--- config.mk ---
export PLATFORM = sky130hd
export DESIGN_NAME = stable_priority_deferred_queue
export DESIGN_NICKNAME = d
export VERILOG_FILES = /design/src/rtl/spdq_pkg.sv /design/src/rtl/spdq_mem.sv /design/src/rtl/spdq_ctrl.sv /design/src/rtl/stable_priority_deferred_queue.sv
export SDC_FILE = /design/constraint.sdc
export NUM_CORES = 1
export LEC_CHECK = 0
export ABC_AREA = 0
export BUFFER_PORTS_ARGS = -buffer_cell sky130_fd_sc_hd__buf_2
export CORE_ASPECT_RATIO = 1.2
export CORE_MARGIN = 5
export CORE_UTILIZATION = 35
export CTS_CLUSTER_SIZE = 12
export DETAILED_ROUTE_END_ITERATION = 6
export HOLD_SLACK_MARGIN = 0.03
export RECOVER_POWER = 50
export SYNTH_ARGS = -nofsm -noshare
export SYNTH_HDL_FRONTEND = slang
export SYNTH_HIERARCHICAL = 1
export SYNTH_SLANG_ARGS = --single-unit
export TNS_END_PERCENT = 30
--- constraint.sdc ---
create_clock -name clk -period 3.75 [get_ports clk]
set_input_delay 0.75 -clock clk [delete_from_list [all_inputs] [get_ports clk]]
set_output_delay 0.75 -clock clk [all_outputs]
set_load 0.05 [all_outputs]
--- src/rtl/spdq_pkg.sv ---
// Package for the stable priority deferred queue.
// Holds the entry and result types and the operation, status and register codes.
// No dependencies.
package spdq_pkg;

  localparam int ACT_W = 8;
  localparam int HDL_W = 16;
  localparam int PRI_W = 8;
  localparam int ST_W  = 2;

  localparam logic       OP_ENQ   = 1'b0;
  localparam logic       OP_DRAIN = 1'b1;

  localparam logic [ST_W-1:0] ST_OK   = 2'd0;
  localparam logic [ST_W-1:0] ST_FULL = 2'd1;
  localparam logic [ST_W-1:0] ST_NULL = 2'd2;

  localparam logic REG_FORWARD = 1'b0;

  localparam int CFG_AW = 3;
  localparam int CFG_DW = 32;

  typedef struct packed {
    logic [PRI_W-1:0] priority_v;
    logic [HDL_W-1:0] handle;
    logic [ACT_W-1:0] action;
  } entry_t;

  typedef struct packed {
    logic             last;
    entry_t           entry;
    logic             has_entry;
    logic [ST_W-1:0]  status;
  } res_t;

endpackage

--- src/rtl/spdq_mem.sv ---
// Entry store of the stable priority deferred queue.
// One write port and one read port, read data registered.
// Depends on spdq_pkg.
module spdq_mem #(
  parameter int DEPTH = 32,
  parameter int AW    = 5
) (
  input  logic            clk,
  input  logic            wr_en,
  input  logic [AW-1:0]   wr_addr,
  input  spdq_pkg::entry_t wr_data,
  input  logic            rd_en,
  input  logic [AW-1:0]   rd_addr,
  output spdq_pkg::entry_t rd_data
);

  spdq_pkg::entry_t mem_r [DEPTH];
  spdq_pkg::entry_t rd_data_r;

  always_ff @(posedge clk) begin
    if (wr_en) begin
      mem_r[wr_addr] <= wr_data;
    end
  end

  always_ff @(posedge clk) begin
    if (rd_en) begin
      rd_data_r <= mem_r[rd_addr];
    end
  end

  assign rd_data = rd_data_r;

endmodule

--- src/rtl/spdq_ctrl.sv ---
// Sequencer of the stable priority deferred queue.
// Runs enqueue, selection scans over the entry store and the output register.
// Depends on spdq_pkg and spdq_mem.
module spdq_ctrl #(
  parameter int DEPTH = 32,
  parameter int AW    = 5,
  parameter int CW    = 6
) (
  input  logic                         clk,
  input  logic                         rst_n,
  input  logic                         forward,
  input  logic                         in_valid,
  output logic                         in_ready,
  input  logic                         in_op,
  input  spdq_pkg::entry_t             in_entry,
  output logic                         out_valid,
  input  logic                         out_ready,
  output spdq_pkg::res_t               out_res
);

  typedef enum logic [1:0] {S_IDLE, S_SCAN, S_TAIL, S_EMIT} state_t;

  state_t           state_r, state_nxt;
  logic [CW-1:0]    count_r, count_nxt;
  logic [CW-1:0]    emit_r, emit_nxt;
  logic [AW-1:0]    scan_r, scan_nxt;
  logic             pend_r, pend_nxt;
  logic [AW-1:0]    pidx_r, pidx_nxt;
  logic             best_vld_r, best_vld_nxt;
  spdq_pkg::entry_t best_r, best_nxt;
  logic [AW-1:0]    best_idx_r, best_idx_nxt;
  logic [DEPTH-1:0] done_r, done_nxt;
  logic             out_vld_r, out_vld_nxt;
  spdq_pkg::res_t   out_r, out_nxt;

  logic             wr_en;
  logic             rd_en;
  spdq_pkg::entry_t rd_data;
  logic             in_take;
  logic             out_free;
  logic             cand_ok;
  logic [CW-1:0]    emit_inc;
  logic [CW-1:0]    count_dec;
  logic [AW-1:0]    scan_hi;
  logic             emit_last;

  spdq_mem #(.DEPTH(DEPTH), .AW(AW)) u_mem (
    .clk     (clk),
    .wr_en   (wr_en),
    .wr_addr (count_r[AW-1:0]),
    .wr_data (in_entry),
    .rd_en   (rd_en),
    .rd_addr (scan_r),
    .rd_data (rd_data)
  );

  assign out_free  = !out_vld_r || out_ready;
  assign in_ready  = (state_r == S_IDLE) && out_free;
  assign in_take   = in_valid && in_ready;
  assign rd_en     = (state_r == S_SCAN);
  assign emit_inc  = emit_r + CW'(1);
  assign count_dec = count_r - CW'(1);
  assign scan_hi   = forward ? emit_r[AW-1:0] : count_dec[AW-1:0];
  assign emit_last = (emit_inc == count_r);
  assign cand_ok   = !done_r[pidx_r] &&
                     (!best_vld_r || (rd_data.priority_v > best_r.priority_v));

  always_comb begin
    state_nxt    = state_r;
    count_nxt    = count_r;
    emit_nxt     = emit_r;
    scan_nxt     = scan_r;
    pend_nxt     = rd_en;
    pidx_nxt     = scan_r;
    best_vld_nxt = best_vld_r;
    best_nxt     = best_r;
    best_idx_nxt = best_idx_r;
    done_nxt     = done_r;
    out_vld_nxt  = out_vld_r && !out_ready;
    out_nxt      = out_r;
    wr_en        = 1'b0;

    if (pend_r && cand_ok) begin
      best_vld_nxt = 1'b1;
      best_nxt     = rd_data;
      best_idx_nxt = pidx_r;
    end

    case (state_r)
      S_IDLE: begin
        if (in_take) begin
          out_nxt      = '0;
          out_nxt.last = 1'b1;
          if (in_op == spdq_pkg::OP_ENQ) begin
            out_vld_nxt = 1'b1;
            if (in_entry.action == '0) begin
              out_nxt.status = spdq_pkg::ST_NULL;
            end else if (count_r == CW'(DEPTH)) begin
              out_nxt.status = spdq_pkg::ST_FULL;
            end else begin
              out_nxt.status = spdq_pkg::ST_OK;
              wr_en          = 1'b1;
              count_nxt      = count_r + CW'(1);
            end
          end else if (count_r == '0) begin
            out_vld_nxt    = 1'b1;
            out_nxt.status = spdq_pkg::ST_OK;
          end else begin
            state_nxt    = S_SCAN;
            done_nxt     = '0;
            emit_nxt     = '0;
            scan_nxt     = '0;
            best_vld_nxt = 1'b0;
          end
        end
      end
      S_SCAN: begin
        if (scan_r == scan_hi) begin
          state_nxt = S_TAIL;
        end else begin
          scan_nxt = scan_r + AW'(1);
        end
      end
      S_TAIL: begin
        state_nxt = S_EMIT;
      end
      S_EMIT: begin
        if (out_free) begin
          out_vld_nxt           = 1'b1;
          out_nxt.status        = spdq_pkg::ST_OK;
          out_nxt.has_entry     = 1'b1;
          out_nxt.entry         = best_r;
          out_nxt.last          = emit_last;
          done_nxt[best_idx_r]  = 1'b1;
          best_vld_nxt          = 1'b0;
          if (emit_last) begin
            count_nxt = '0;
            state_nxt = S_IDLE;
          end else begin
            emit_nxt  = emit_inc;
            scan_nxt  = forward ? emit_inc[AW-1:0] : '0;
            state_nxt = S_SCAN;
          end
        end
      end
      default: begin
        state_nxt = S_IDLE;
      end
    endcase
  end

  always_ff @(posedge clk) begin
    if (!rst_n) begin
      state_r    <= S_IDLE;
      count_r    <= '0;
      emit_r     <= '0;
      scan_r     <= '0;
      pend_r     <= 1'b0;
      best_vld_r <= 1'b0;
      done_r     <= '0;
      out_vld_r  <= 1'b0;
    end else begin
      state_r    <= state_nxt;
      count_r    <= count_nxt;
      emit_r     <= emit_nxt;
      scan_r     <= scan_nxt;
      pend_r     <= pend_nxt;
      best_vld_r <= best_vld_nxt;
      done_r     <= done_nxt;
      out_vld_r  <= out_vld_nxt;
    end
    pidx_r     <= pidx_nxt;
    best_r     <= best_nxt;
    best_idx_r <= best_idx_nxt;
    out_r      <= out_nxt;
  end

  assign out_valid = out_vld_r;
  assign out_res   = out_r;

endmodule

--- src/rtl/stable_priority_deferred_queue.sv ---
// Top level of the stable priority deferred queue.
// Holds the configuration register and the stream packing; depends on spdq_pkg, spdq_ctrl.
//
// Usage:
//   in_*  : one item per handshake. in_tuser[0] = operation (0 enqueue, 1 drain),
//           in_tdata = action_code, user_handle, priority_req from bit 0 up.
//   out_* : result items; out_tlast marks the final result of an input item.
//   cfg_* : APB-style port, register forward_unsorted at byte address 0.
// Flow:
//   An enqueue's status item appears the cycle after acceptance, and
//   enqueues follow back to back while the receiver takes them.
//   A drain in priority order finds each result by one full scan of the
//   stored entries through the single read port of the entry memory. In
//   forward order each result is read, latched and emitted in turn. An
//   empty drain gives one result.
// Reset:
//   rst_n clears the entry count, the control state and forward_unsorted; the
//   memory is not cleared. No new item is taken during a drain.
// Stall:
//   A result waits in the output register while out_tready is low; the
//   sequencer may scan ahead but holds its next result until it is taken.
module stable_priority_deferred_queue #(
  parameter int QUEUE_DEPTH = 32
) (
  input  logic        clk,
  input  logic        rst_n,
  input  logic        in_tvalid,
  output logic        in_tready,
  input  logic [31:0] in_tdata,   // action_code[7:0], user_handle[23:8], priority_req[31:24]
  input  logic [0:0]  in_tuser,   // operation[0]
  output logic        out_tvalid,
  input  logic        out_tready,
  output logic [39:0] out_tdata,  // status[1:0], has_entry[2], out_action[10:3],
                                  // out_handle[26:11], out_priority[34:27], zero[39:35]
  output logic        out_tlast,
  input  logic        cfg_psel,
  input  logic        cfg_penable,
  input  logic        cfg_pwrite,
  input  logic [spdq_pkg::CFG_AW-1:0] cfg_paddr,
  input  logic [spdq_pkg::CFG_DW-1:0] cfg_pwdata,
  output logic [spdq_pkg::CFG_DW-1:0] cfg_prdata,
  output logic        cfg_pready
);

  localparam int AW = (QUEUE_DEPTH > 1) ? $clog2(QUEUE_DEPTH) : 1;
  localparam int CW = $clog2(QUEUE_DEPTH + 1);

  logic             forward_r;
  logic             cfg_wr;
  logic             cfg_sel_fwd;
  spdq_pkg::entry_t in_entry;
  spdq_pkg::res_t   out_res;

  assign cfg_pready  = 1'b1;
  assign cfg_sel_fwd = (cfg_paddr[2] == spdq_pkg::REG_FORWARD);
  assign cfg_wr      = cfg_psel && cfg_penable && cfg_pwrite && cfg_pready;
  assign cfg_prdata  = cfg_sel_fwd ? {{(spdq_pkg::CFG_DW-1){1'b0}}, forward_r} : '0;

  always_ff @(posedge clk) begin
    if (!rst_n) begin
      forward_r <= 1'b0;
    end else if (cfg_wr && cfg_sel_fwd) begin
      forward_r <= cfg_pwdata[0];
    end
  end

  assign in_entry.action     = in_tdata[7:0];
  assign in_entry.handle     = in_tdata[23:8];
  assign in_entry.priority_v = in_tdata[31:24];

  spdq_ctrl #(.DEPTH(QUEUE_DEPTH), .AW(AW), .CW(CW)) u_ctrl (
    .clk       (clk),
    .rst_n     (rst_n),
    .forward   (forward_r),
    .in_valid  (in_tvalid),
    .in_ready  (in_tready),
    .in_op     (in_tuser[0]),
    .in_entry  (in_entry),
    .out_valid (out_tvalid),
    .out_ready (out_tready),
    .out_res   (out_res)
  );

  assign out_tdata = {5'b0, out_res.entry.priority_v, out_res.entry.handle,
                      out_res.entry.action, out_res.has_entry, out_res.status};
  assign out_tlast = out_res.last;

endmodule

==> metrics.cfg <==
[clock_network]
clockBufferDepth = 3
cts_setup_buffers = 0
cts_tree = built
cts.sinks = 1189
numCtsBuffers = 113
cts_resized = 0
htreeDepth = 3
root_buffer = clkbuf_16
cts_hold_buffers = 0
clock_latency_ps = 720
cts.clk_slew.worst_paths_ps = 60

[worst_setup_path]
cp.arrival_ps = 3870
r2r-start = u_ctrl/count_r[0]
timing.rr.end = u_ctrl/u_mem/mem_r[3][30]
start_kind = input port
r2r_slack_ps = 310
critPathLaunch = in_tdata[0]
path_class = input port to flop
end_kind = flop
rr_worst_depth = 8
cp_max_fo = 24
required_ps = 4150
cp-endpoint = u_ctrl/u_mem/mem_r[3][30]

[run_status]
violations = max-capacitance violations, max-slew violations
outcome = finished with violations

[synthesis]
syn-cell-area_um2 = 47200
ys_warn_count = 6
synth_top_area_cell = edfxtp_1
yosysTopAreaCellShare_pct = 71.9
synth_most_common_cell = edfxtp_1
ys.flop_type = edfxtp_1
ys_types = 71
yosysSeqAreaShare_pct = 74.4
synth_common_cells = 1129 x edfxtp_1, 518 x mux2i_1, 132 x nand2_1
synthCells = 2823
async_reset_ff_share_pct = 0
synth-edff-count = 1129
avgSynthCellArea_um2 = 16.7
ys_seq_elements = 1189
synthTopCellsByArea = edfxtp_1 72%, mux2i_1 11%, dfxtp_1 2.5%

[worst_hold_path]
min_path_type = input port to flop
hp-start = cfg_pwdata[0]

[grt]
track_usage_pct = 15.6
grt_pass1_vias = 24900
antenna_found_initial = 11
gr-total-overflow = 0
grt_pass1_wl_mm = 166
grt_max_degree = 89

[timing]
setup_slack_ps = 285
tightest_slew_ps = 2190
fin_crit_sh_pct = 92.4
skew_ps = 31.5
fin_crit_ps = 3460
slew_viol_final = 267
setup_violations = 0
max_freq_ghz = 0.289
rsz0062_at_grt = no
slew_headroom_pct = -45.7
hold_viol = 0

[detailed_routing]
drt_first_pass_iters = 5
vias = 25000
drt-wirelength-per-cell_um = 23.8
route.detailed.vias_per_inst = 5.21
antenna_left = 0
wirelength_mm = 114
drt_first_iter_violations = 1901
drc = 0

[floorplan]
core_area_um2 = 134000
fp.dieW_um = 345
die_area_um2 = 142000
die_height_um = 412
rows = 147
start_util_pct = 35.2
io-pin-count = 151

[placed_design]
routabilityCongestion = 0.745
port_buffers = 80
pre_cts_ws_ps = -130
hpwlAfterDp_mm = 63.7
placed_area_um2 = 50400

[power_and_ir_drop]
combPwrFrac_pct = 9.8
swShare_pct = 24.4
cellPowerDensity_nw_per_um2 = 527
p_int_mw = 21.3
vdd_ir_drop_max_mv = 0.346
clkPwrFrac_pct = 36.1
leakagePower_nw = 16.0
power.switching_mw = 6.87
p_seq_share_pct = 54.1

[cells_and_area]
area_growth_pct = 13.2
nNetsFinal = 3057
fillCellCount = 12200
design_area_um2 = 53400
multi_input_area_um2 = 11200
layout-drive-gt1-share_pct = 10.3
final-seq-area_um2 = 35100

[flow_run]
max_cap_viol_count = 8

[power by group through the flow]
stage / Sequential, mW / Combinational, mW / Clock (mW)
after detailed placement: 15.5 / 2.88 / 0
after floorplan: 16.1 / 1.36 / 0
after global routing: 15.3 / 2.93 / 10.9
final: 15.2 / 2.75 / 10.2
after global placement: 15.5 / 2.84 / 0
after CTS: 15.2 / 2.88 / 10.4
[per-stage QoR]
step                      hold WS (ps)  util [%]  setup TNS, ps  power, mW  cells
after floorplan                    378         -          -24.3       17.5   2858
after detailed placement           405      37.6          -2160       18.4   4639
after global placement             404      37.6          -1160       18.3   4639
final                              280      39.9              0       28.1   4804
after CTS                          225      40.0              0       28.5   4799
after global routing               266      39.9              0       29.1   4801
[cell type report]
cell class              instances  area share [%]
flip-flops and latches       1189            65.8
inverters                      21           0.148
repair buffers                186            3.00
multi-input cells            1455            21.0
clock buffers                 139            5.55
clock inverters                21           0.352
diodes                          5          0.0234
well taps                    1788            4.19
[kinds of logic (layout without fill, tap and decap cells)]
kind of cell / count (synthesis) / count (layout) / synth area share [%]
AO/OA/AOI/OAI: 385 / 385 / 5.66
XOR/XNOR: 18 / 18 / 0.430
adder cells (fa/ha/maj): 16 / 16 / 0.425
buffers and inverters: 214 / 367 / 2.71
flip-flops: 1189 / 1189 / 74.4
multiplexers: 529 / 529 / 11.5
other: 2 / 42 / 0.0159
AND/OR/NAND/NOR: 470 / 470 / 4.83
[flip-flops by register name, summed over array words and instances (netlist names)]
| register | flops |
|---|---|
| u_ctrl/pidx_nxt | 5 |
| u_ctrl/emit_r | 6 |
| u_ctrl/u_mem/mem_r | 1024 |
| u_ctrl/pidx_r | 5 |
| u_ctrl/out_res | 36 |
| u_ctrl/done_r | 32 |
| u_ctrl/u_mem/rd_data | 32 |
| u_ctrl/out_valid | 1 |
| u_ctrl/count_r | 6 |
| u_ctrl/pend_r | 1 |
| u_ctrl/best_vld_r | 1 |
| u_ctrl/state_r | 2 |
| u_ctrl/best_r | 32 |
| forward_r | 1 |
| u_ctrl/best_idx_r | 5 |
[worst max-delay path, cell delays in order]
cell,delay (ps)
clkbuf_1,560
nor4_1,120
nand2_1,320
buf_4,190
and3_1,280
nand3_1,170
buf_12,200
nor2_4,890
buf_4,340
[how the worst min path moves through the flow]
| stage | endpoint | depth (start not counted) |
|---|---|---|
| 5_1_grt | forward_r | 3 |
| 3_3_place_gp | u_ctrl/best_r[16] | 0 |
| 2_1_floorplan | u_ctrl/pidx_r[2] | 0 |
| 4_1_cts | forward_r | 3 |
| 6_report | forward_r | 3 |
| 3_5_place_dp | u_ctrl/best_r[16] | 0 |
[placed cells by master (no fill, tap or decap), drive strengths merged, types with 16 or more instances in the layout]
cell type	count
buf	108
edfxtp	1129
dfxtp	60
clkinv	19
mux2i	518
nand2	132
and2	30
inv	22
nor3	43
a22oi	96
conb	37
ha	16
a21oi	122
a22o	65
a31oi	40
clkbuf	217
nor2	89
nand3	110
[routing by layer]
| layer | part of all wire (%) | up-vias | GRT usage, % |
|---|---|---|---|
| met3 | 5.3 | 192 | 2.59 |
| li1 | - | 11200 | - |
| met5 | 0.037 | - | 0 |
| met4 | 2.7 | 8 | 5.15 |
| met1 | 42 | 12900 | 19.8 |
| met2 | 50 | 703 | 27.2 |
No activity file was read; power rests on OpenSTA's default activity.
